===== src/sv/bat_pkg.sv =====
// ----------------------------------------------------------------------------
// bat_pkg: shared types and constants for the breakpoint address table
// Sizes, command codes, per-cell control structs and controller states.
// ----------------------------------------------------------------------------
package bat_pkg;

  localparam int ENTRIES    = 32;  // number of breakpoint slots, 1..32
  localparam int ADDR_WIDTH = 32;  // stored and compared address bits, 8..64

  localparam int SLOT_W     = (ENTRIES > 1) ? $clog2(ENTRIES) : 1;
  localparam int CNT_W      = $clog2(ENTRIES + 1);
  localparam int CMD_W      = 2;
  localparam int IN_ADDR_W  = 32;
  localparam int OUT_SLOT_W = 5;

  typedef logic [ADDR_WIDTH-1:0] addr_t;
  typedef logic [SLOT_W-1:0]     slot_t;
  typedef logic [CNT_W-1:0]      count_t;
  typedef logic [CMD_W-1:0]      cmd_code_t;
  typedef logic [OUT_SLOT_W-1:0] out_slot_t;

  localparam cmd_code_t CMD_INSERT = 2'd0;
  localparam cmd_code_t CMD_REMOVE = 2'd1;
  localparam cmd_code_t CMD_FIND   = 2'd2;

  // per-slot update strobes for one match cell
  typedef struct packed {
    logic write;  // store key, set active
    logic clear;  // drop active
  } cell_ctl_t;

  // shift strobes for the free stack chain
  typedef struct packed {
    logic push;   // shift toward the bottom, new entry on top
    logic pop;    // shift toward the top
  } stack_op_t;

  typedef enum logic [1:0] {
    ST_IDLE,
    ST_LOOK,
    ST_EXEC
  } bat_state_t;

endpackage


===== src/sv/bat_cmd_if.sv =====
// ----------------------------------------------------------------------------
// bat_cmd_if: command channel of the breakpoint address table
// Valid/ready handshake carrying the command code and the address.
// ----------------------------------------------------------------------------
interface bat_cmd_if;
  logic                            valid;
  logic                            ready;
  logic [bat_pkg::CMD_W-1:0]       command;
  logic [bat_pkg::IN_ADDR_W-1:0]   address;

  modport source (output valid, output command, output address, input ready);
  modport sink   (input valid, input command, input address, output ready);
endinterface


===== src/sv/bat_rsp_if.sv =====
// ----------------------------------------------------------------------------
// bat_rsp_if: result channel of the breakpoint address table
// Valid/ready handshake carrying success, hit and slot number.
// ----------------------------------------------------------------------------
interface bat_rsp_if;
  logic                             valid;
  logic                             ready;
  logic                             success;
  logic                             hit;
  logic [bat_pkg::OUT_SLOT_W-1:0]   slot;

  modport source (output valid, output success, output hit, output slot, input ready);
  modport sink   (input valid, input success, input hit, input slot, output ready);
endinterface


===== src/sv/bat_match_cell.sv =====
// ----------------------------------------------------------------------------
// bat_match_cell: one breakpoint slot
// Holds address and active bit, registers the compare against the key.
// ----------------------------------------------------------------------------
module bat_match_cell (
  input  logic               clk,
  input  logic               rst,
  input  bat_pkg::cell_ctl_t ctl,
  input  bat_pkg::addr_t     key,
  output logic               active,
  output logic               match
);

  bat_pkg::addr_t addr;

  always_ff @(posedge clk) begin
    if (rst) begin
      active <= 1'b0;
    end else if (ctl.write) begin
      active <= 1'b1;
    end else if (ctl.clear) begin
      active <= 1'b0;
    end
  end

  // address has no reset: only compared while active
  always_ff @(posedge clk) begin
    if (ctl.write) begin
      addr <= key;
    end
  end

  always_ff @(posedge clk) begin
    if (rst) begin
      match <= 1'b0;
    end else begin
      match <= active && (addr == key);
    end
  end

endmodule


===== src/sv/bat_stack_cell.sv =====
// ----------------------------------------------------------------------------
// bat_stack_cell: one entry of the free-slot stack chain
// Takes its upper neighbor on push, its lower neighbor on pop.
// ----------------------------------------------------------------------------
module bat_stack_cell (
  input  logic               clk,
  input  logic               rst,
  input  bat_pkg::stack_op_t op,
  input  bat_pkg::slot_t     init_slot,
  input  bat_pkg::slot_t     above,
  input  bat_pkg::slot_t     below,
  output bat_pkg::slot_t     slot
);

  always_ff @(posedge clk) begin
    if (rst) begin
      slot <= init_slot;
    end else if (op.push) begin
      slot <= above;
    end else if (op.pop) begin
      slot <= below;
    end
  end

endmodule


===== src/sv/breakpoint_address_table.sv =====
// ----------------------------------------------------------------------------
// breakpoint_address_table: breakpoint slot table with LIFO free list
// Sequence: command capture, registered compare (LOOK), update and result register (EXEC).
// A new command is taken only as the previous one finishes, set by the registered
//   compare in the match cells followed by the update state; a stalled result holds the update.
// Reset: all slots inactive, free stack holds slots 0..ENTRIES-1 with 0 on top,
//   free count ENTRIES; stored addresses are left as they are.
// ----------------------------------------------------------------------------
module breakpoint_address_table (
  input  logic       clk,
  input  logic       rst,
  bat_cmd_if.sink    cmd,
  bat_rsp_if.source  rsp
);

  localparam int N = bat_pkg::ENTRIES;

  // controller
  bat_pkg::bat_state_t state;
  bat_pkg::bat_state_t state_next;

  // captured command
  bat_pkg::cmd_code_t  command;
  bat_pkg::addr_t      key;

  // match cells
  bat_pkg::cell_ctl_t  ctl [N];
  logic [N-1:0]        active;
  logic [N-1:0]        match;

  // free stack chain, cell 0 is the top
  bat_pkg::slot_t      stk [N];
  bat_pkg::stack_op_t  sop;
  bat_pkg::count_t     free_count;

  // decode of the update cycle
  logic                take;
  logic                finish;
  logic                hit;
  bat_pkg::slot_t      hit_slot;
  logic                is_insert;
  logic                is_remove;
  logic                is_find;
  logic                do_pop;
  logic                do_clear;
  logic                success_next;
  logic                hit_next;
  bat_pkg::slot_t      slot_next;

  // --------------------------------------------------------------------------
  // Handshake. A new command may enter in the cycle the previous one
  // finishes, so its compare sees the updated table.
  // --------------------------------------------------------------------------
  assign finish    = (state == bat_pkg::ST_EXEC) && (!rsp.valid || rsp.ready);
  assign cmd.ready = (state == bat_pkg::ST_IDLE) || finish;
  assign take      = cmd.valid && cmd.ready;

  always_comb begin
    state_next = state;
    unique case (state)
      bat_pkg::ST_IDLE: begin
        if (take) state_next = bat_pkg::ST_LOOK;
      end
      bat_pkg::ST_LOOK: begin
        state_next = bat_pkg::ST_EXEC;
      end
      bat_pkg::ST_EXEC: begin
        if (finish) state_next = take ? bat_pkg::ST_LOOK : bat_pkg::ST_IDLE;
      end
      default: begin
        state_next = bat_pkg::ST_IDLE;
      end
    endcase
  end

  always_ff @(posedge clk) begin
    if (rst) begin
      state <= bat_pkg::ST_IDLE;
    end else begin
      state <= state_next;
    end
  end

  // command capture; address keeps the low ADDR_WIDTH bits
  always_ff @(posedge clk) begin
    if (take) begin
      command <= cmd.command;
      key     <= bat_pkg::addr_t'(cmd.address);
    end
  end

  // --------------------------------------------------------------------------
  // Match cells: one per slot, compare registered during the LOOK cycle.
  // --------------------------------------------------------------------------
  for (genvar i = 0; i < N; i++) begin : g_slot
    bat_match_cell u_cell (
      .clk    (clk),
      .rst    (rst),
      .ctl    (ctl[i]),
      .key    (key),
      .active (active[i]),
      .match  (match[i])
    );
  end

  // At most one cell matches, so the slot number is an OR of indices.
  always_comb begin
    hit_slot = '0;
    for (int i = 0; i < N; i++) begin
      if (match[i]) hit_slot = hit_slot | bat_pkg::slot_t'(i);
    end
  end
  assign hit = |match;

  // --------------------------------------------------------------------------
  // Update decode (EXEC cycle).
  // Insert miss with a free slot pops the top of the stack into the table.
  // Remove hit clears the slot and pushes it back on top.
  // The unused command code reports no hit even when the address is active.
  // --------------------------------------------------------------------------
  always_comb begin
    is_insert    = (command == bat_pkg::CMD_INSERT);
    is_remove    = (command == bat_pkg::CMD_REMOVE);
    is_find      = (command == bat_pkg::CMD_FIND);
    hit_next     = hit && (is_insert || is_remove || is_find);
    do_pop       = finish && is_insert && !hit && (free_count != '0);
    do_clear     = finish && is_remove && hit;
    sop.pop      = do_pop;
    sop.push     = do_clear && (free_count != bat_pkg::count_t'(N));
    success_next = 1'b0;
    slot_next    = '0;
    if (hit_next) begin
      success_next = 1'b1;
      slot_next    = hit_slot;
    end else if (is_insert && (free_count != '0)) begin
      success_next = 1'b1;
      slot_next    = stk[0];
    end
  end

  for (genvar i = 0; i < N; i++) begin : g_ctl
    assign ctl[i].write = do_pop && (stk[0] == bat_pkg::slot_t'(i));
    assign ctl[i].clear = do_clear && (hit_slot == bat_pkg::slot_t'(i));
  end

  // --------------------------------------------------------------------------
  // Free stack chain: every cell shifts together on push or pop.
  // --------------------------------------------------------------------------
  for (genvar i = 0; i < N; i++) begin : g_stack
    bat_pkg::slot_t above;
    bat_pkg::slot_t below;
    if (i == 0) begin : g_top
      assign above = hit_slot;
    end else begin : g_mid
      assign above = stk[i-1];
    end
    if (i == N - 1) begin : g_bot
      assign below = stk[i];
    end else begin : g_upper
      assign below = stk[i+1];
    end
    bat_stack_cell u_stk (
      .clk       (clk),
      .rst       (rst),
      .op        (sop),
      .init_slot (bat_pkg::slot_t'(i)),
      .above     (above),
      .below     (below),
      .slot      (stk[i])
    );
  end

  always_ff @(posedge clk) begin
    if (rst) begin
      free_count <= bat_pkg::count_t'(N);
    end else if (sop.pop) begin
      free_count <= free_count - 1'b1;
    end else if (sop.push) begin
      free_count <= free_count + 1'b1;
    end
  end

  // --------------------------------------------------------------------------
  // Result register: parts the table from the consumer.
  // --------------------------------------------------------------------------
  always_ff @(posedge clk) begin
    if (rst) begin
      rsp.valid <= 1'b0;
    end else if (finish) begin
      rsp.valid <= 1'b1;
    end else if (rsp.ready) begin
      rsp.valid <= 1'b0;
    end
  end

  always_ff @(posedge clk) begin
    if (finish) begin
      rsp.success <= success_next;
      rsp.hit     <= hit_next;
      rsp.slot    <= bat_pkg::out_slot_t'(slot_next);
    end
  end

  // --------------------------------------------------------------------------
  // Assertions
  // --------------------------------------------------------------------------
  a_single_match: assert property (@(posedge clk) disable iff (rst)
    $onehot0(match))
    else $error("more than one slot matches the key");

  a_count_range: assert property (@(posedge clk) disable iff (rst)
    free_count <= bat_pkg::count_t'(N))
    else $error("free count above table size");

  a_count_tracks_active: assert property (@(posedge clk) disable iff (rst)
    ($countones(active) + int'(free_count)) == N)
    else $error("free count disagrees with active slots");

  a_result_after_exec: assert property (@(posedge clk) disable iff (rst)
    $rose(rsp.valid) |-> $past(state == bat_pkg::ST_EXEC))
    else $error("result raised outside the update cycle");

  a_no_push_pop: assert property (@(posedge clk) disable iff (rst)
    !(sop.push && sop.pop))
    else $error("free stack pushed and popped together");

endmodule

===== src/flat_wrapper.sv =====
// flat-port wrapper written by rule: the top's interface ports become plain ports
module breakpoint_address_table_flat 
  (clk, rst, cmd_valid, cmd_command, cmd_address, cmd_ready, rsp_valid, rsp_success, rsp_hit, rsp_slot, rsp_ready);
  bat_cmd_if cmd_i ();
  bat_rsp_if rsp_i ();
  input  logic clk;
  input  logic rst;
  input wire logic [$bits(cmd_i.valid)-1:0] cmd_valid;
  input wire logic [$bits(cmd_i.command)-1:0] cmd_command;
  input wire logic [$bits(cmd_i.address)-1:0] cmd_address;
  output wire logic [$bits(cmd_i.ready)-1:0] cmd_ready;
  output wire logic [$bits(rsp_i.valid)-1:0] rsp_valid;
  output wire logic [$bits(rsp_i.success)-1:0] rsp_success;
  output wire logic [$bits(rsp_i.hit)-1:0] rsp_hit;
  output wire logic [$bits(rsp_i.slot)-1:0] rsp_slot;
  input wire logic [$bits(rsp_i.ready)-1:0] rsp_ready;
  assign cmd_i.valid = cmd_valid;
  assign cmd_i.command = cmd_command;
  assign cmd_i.address = cmd_address;
  assign cmd_ready = cmd_i.ready;
  assign rsp_valid = rsp_i.valid;
  assign rsp_success = rsp_i.success;
  assign rsp_hit = rsp_i.hit;
  assign rsp_slot = rsp_i.slot;
  assign rsp_i.ready = rsp_ready;
  breakpoint_address_table u_core (.clk(clk), .rst(rst), .cmd(cmd_i), .rsp(rsp_i));
endmodule

===== config.mk =====
export PLATFORM = sky130hd
export DESIGN_NAME = breakpoint_address_table_flat
export DESIGN_NICKNAME = d
export VERILOG_FILES = /design/src/sv/bat_pkg.sv /design/src/sv/bat_cmd_if.sv /design/src/sv/bat_rsp_if.sv /design/src/sv/bat_match_cell.sv /design/src/sv/bat_stack_cell.sv /design/src/sv/breakpoint_address_table.sv /design/src/flat_wrapper.sv
export SDC_FILE = /design/constraint.sdc
export NUM_CORES = 2
export LEC_CHECK = 0
export BUFFER_PORTS_ARGS = -buffer_cell sky130_fd_sc_hd__buf_2
export CAP_MARGIN = 20
export CORE_ASPECT_RATIO = 0.6
export CORE_MARGIN = 5
export CORE_UTILIZATION = 25
export DETAILED_ROUTE_END_ITERATION = 12
export PLACE_DENSITY = 0.49
export RECOVER_POWER = 25
export SLEW_MARGIN = 20
export SYNTH_ARGS = -nofsm -noshare
export SYNTH_HDL_FRONTEND = slang
export SYNTH_HIERARCHICAL = 1
export SYNTH_SLANG_ARGS = --single-unit

===== constraint.sdc =====
create_clock -name clk -period 11.7 [get_ports clk]
set_input_delay 2.34 -clock clk [delete_from_list [all_inputs] [get_ports clk]]
set_output_delay 2.34 -clock clk [all_outputs]
set_load 0.005 [all_outputs]

==> flow_metrics.env <==
export IMPL_status="finished with violations"
export IMPL_violations="capacitance limit, slew limit"
export IMPL_seqCellArea_sq_um=38250
export IMPL_wl_met3_um=8212
export IMPL_drive_gt1_share_pct=9.127
export IMPL_antenna_found_initial=10
export IMPL_drt_iter0_drc=2551
export IMPL_clkSlewWorstSetupHoldPaths_ns=0.07
export IMPL_worstPathRequired_ns=12.29
export IMPL_detail_route_wl_per_cell_um=20.03
export IMPL_crit_type="reg2reg"
export IMPL_cts_tree="done"
export IMPL_synth_top_area_share_pct=66.57
export IMPL_wl_met2_um=54300
export IMPL_maxUsedRoutingLayer="met5"
export IMPL_synth_area_leaders="edfxtp_1, xor2_1, mux2i_1"
export IMPL_grt_max_degree=159
export IMPL_wl_met1_um=74060
export IMPL_synth_seq_cells=1298
export IMPL_die_h_um=374.2
export IMPL_timing_fmax_mhz=165.8
export IMPL_ys_flop_type="edfxtp_1"
export IMPL_r2r_end="u_core/g_slot[20].u_cell/match"
export IMPL_rr_worst_depth=5
export IMPL_nNetsFinal=3965
export IMPL_syn_to_final_growth_pct=15.21
export IMPL_fillers=21820
export IMPL_drc=0
export IMPL_die_area_sq_um=230900
export IMPL_tns_ns=0
export IMPL_io_pins=47
export IMPL_routed_via_density=4.231
export IMPL_crit_arrival_ns=6.63
export IMPL_relSlewSlack_pct=-263.2
export IMPL_vias=29300
export IMPL_hold_viol=0
export IMPL_holdPathStages=2
export IMPL_cp_max_fo=64
export IMPL_dpl_cell_area_sq_um=59980
export IMPL_clockBufferDepth=3
export IMPL_post_route_period_util_pct=51.56
export IMPL_synth_area_sq_um=55260
export IMPL_yosys_warnings=6
export IMPL_final_min_clock_period_ns=6.033
export IMPL_h_tree_depth=3
export IMPL_endpoint_kind="flip-flop"
export IMPL_drv_slew=1520
export IMPL_ir_drop_v=0.0001146
export IMPL_fp_dieW_um=617.0
export IMPL_r2r_start="u_core/key[29]"
export IMPL_grt_pass1_wl_um=202000
export IMPL_path_cells="clkbuf_1, xor2_1, nor4_1, nand4_1, nor3_2"
export IMPL_ys_types=59
export IMPL_ctsResizeCount=0
export IMPL_gr_total_overflow=0
export IMPL_finalPower_mw=9.656
export IMPL_holdBufCountCts=0
export IMPL_port_buffers=46
export IMPL_cts_sinks=1298
export IMPL_synth_largest_area_cell="edfxtp_1"
export IMPL_rows=133
export IMPL_postLayoutCellArea_sq_um=63670
export IMPL_rsz0062_at_grt="false"
export IMPL_coreArea_sq_um=219500
export IMPL_initial_core_util_pct=25.18
export IMPL_drt_pass1_iterations=5
export IMPL_rrSetupSlack_ns=5.67
export IMPL_place_congestion=0.7657
export IMPL_cts_setup_buffers=0
export IMPL_grt_usage_pct=11.71
export IMPL_synth_seq_area_share_pct=69.21
export IMPL_dp_hpwl_um=82130
export IMPL_synthArstFlopShare_pct=0
export IMPL_synth_edf_count=1225
export IMPL_slowest_stage="clkbuf_1"
export IMPL_routed_wl_um=138700
export IMPL_skew_ns=0.02615
export IMPL_slowest_delay_ns=3.73
export IMPL_hp_class="reg2reg"
export IMPL_startpoint_type="flip-flop"
export IMPL_cts_made_buffers=115
export IMPL_leakagePower_nw=20.45
export IMPL_cap_violations=45
export IMPL_clk_latency_ns=0.72
export IMPL_final_setup_viol_count=0
export IMPL_grt_pass1_vias=28650
export IMPL_cts_root_buffer="clkbuf_16"
export IMPL_syn_avg_cell_area_sq_um=15.41
export IMPL_hold_path_end="u_core/g_slot[6].u_cell/active"
export IMPL_worst_pin_slew_ns=5.447
export IMPL_hold_start="u_core/g_slot[6].u_cell/active"
export IMPL_power_density_nw_per_um2=151.7
export IMPL_ant_nets=0
export IMPL_multi_input_area_sq_um=17010
export IMPL_netlist_instances=3587
-- sequential cells by signal, indices dropped and copies added (netlist names) --
name	cells
u_core/g_stack.u_stk/slot	160
u_core/rsp.slot	5
u_core/rsp.hit	1
u_core/g_slot.u_cell/active	32
u_core/free_count	6
u_core/state	2
u_core/g_slot.u_cell/addr	1024
u_core/rsp.valid	1
u_core/rsp.success	1
u_core/key	32
u_core/g_slot.u_cell/match	32
u_core/command	2
-- worst max path at each step --
stage	from	end	slack, ns	cells past startpoint
2_1_floorplan	rsp_ready	u_core/free_count[5]	6.37	9
5_1_grt	u_core/key[29]	u_core/g_slot[26].u_cell/match	5.25	5
6_report	u_core/key[29]	u_core/g_slot[20].u_cell/match	5.67	5
3_5_place_dp	rsp_ready	u_core/g_slot[9].u_cell/addr[21]	5.91	6
4_1_cts	rsp_ready	cmd_ready	6.22	4
3_3_place_gp	rsp_ready	u_core/g_slot[9].u_cell/addr[21]	6.01	6
-- worst max-delay path: cells and delay by family, from the launching register on --
| kind | cells | cell delay, ns |
|---|---|---|
| flops | 1 | 0.32 |
| buf+inv | 1 | 3.73 |
| xor+xnor | 1 | 0.27 |
| simple gates | 3 | 1.49 |
-- metal layers --
layer / GRT usage, % / up-vias
li1: - / 13770
met1: 19.03 / 14700
met2: 15.82 / 664
met3: 2.370 / 160
met4: 1.992 / 2
met5: 0 / -
-- per-stage QoR --
stage,cells,util (%),hold slack (ns),setup WS (ns)
final,6925,29.01,0.4833,5.667
after floorplan,3745,-,0.4352,6.374
after detailed placement,6706,27.33,0.4660,5.911
after global placement,6706,27.33,0.4490,6.014
after CTS,6922,29.08,0.4830,6.218
after global routing,6924,29.01,0.5126,5.253
-- final cells by class --
type,instances,share of cell area (%)
Antenna cell,2,0.007861
Tap cell,2902,5.703
Clock buffer,167,5.080
Timing Repair Buffer,134,1.213
Clock inverter,49,0.9570
Sequential cell,1298,60.07
Multi-Input combinational cell,2331,26.72
Inverter,42,0.2476
-- kinds of logic (layout without fill, tap and decap cells) --
logic type | after synthesis | in the layout | synth area share, %
AND/OR/NAND/NOR | 760 | 760 | 7.968
flip-flops | 1298 | 1298 | 69.21
AO/OA/AOI/OAI | 215 | 215 | 2.069
buffers and inverters | 116 | 392 | 1.320
other | 2 | 162 | 0.01359
adder cells (fa/ha/maj) | 5 | 5 | 0.1268
XOR/XNOR | 1025 | 1025 | 16.25
multiplexers | 166 | 166 | 3.048
-- power breakdown --
part	internal, mW	switching [mW]
Sequential	5.15	0.0456
Combinational	0.152	0.372
Clock	2.19	1.74
-- cells in the final DEF (no fill, tap or decap), types with 3 or more instances in the layout --
cell and n:
edfxtp_1 1225, xor2_1 928, nor4_1 236, nand2_1 179, mux2i_1 163, conb_1 160, clkbuf_16 116, xnor2_1 97
o21ai_1 96, clkbuf_1 82, nor2_1 76, dfxtp_1 73, nand4_1 66, o21ai_0 66, buf_2 45, inv_1 41
buf_4 39, a21oi_1 36, nand3_1 35, nor3_2 33, nor3b_1 32, or3_4 32, nor2_2 18, clkbuf_8 14
nor2_4 14, clkinv_1 13, clkinv_2 13, bufinv_16 12, clkinvlp_4 4, nand2b_1 4, and4_1 4, ha_1 4
clkinv_8 3, and3_1 3, o2bb2ai_1 3, or4_1 3, nand3b_1 3
-- cells in the mapped netlist (all sizes together), types with 4 or more instances --
cell type	number
edfxtp	1225
xor2	928
nor4	238
nand2	179
mux2i	164
o21ai	162
nor2	108
xnor2	97
dfxtp	73
buf	69
nand4	66
inv	42
a21oi	36
nand3	36
nor3	35
or3	33
nor3b	32
and4	5
clkbuf	5
and2	4
ha	4
nand2b	4
No activity file was read; power rests on OpenSTA's default activity.
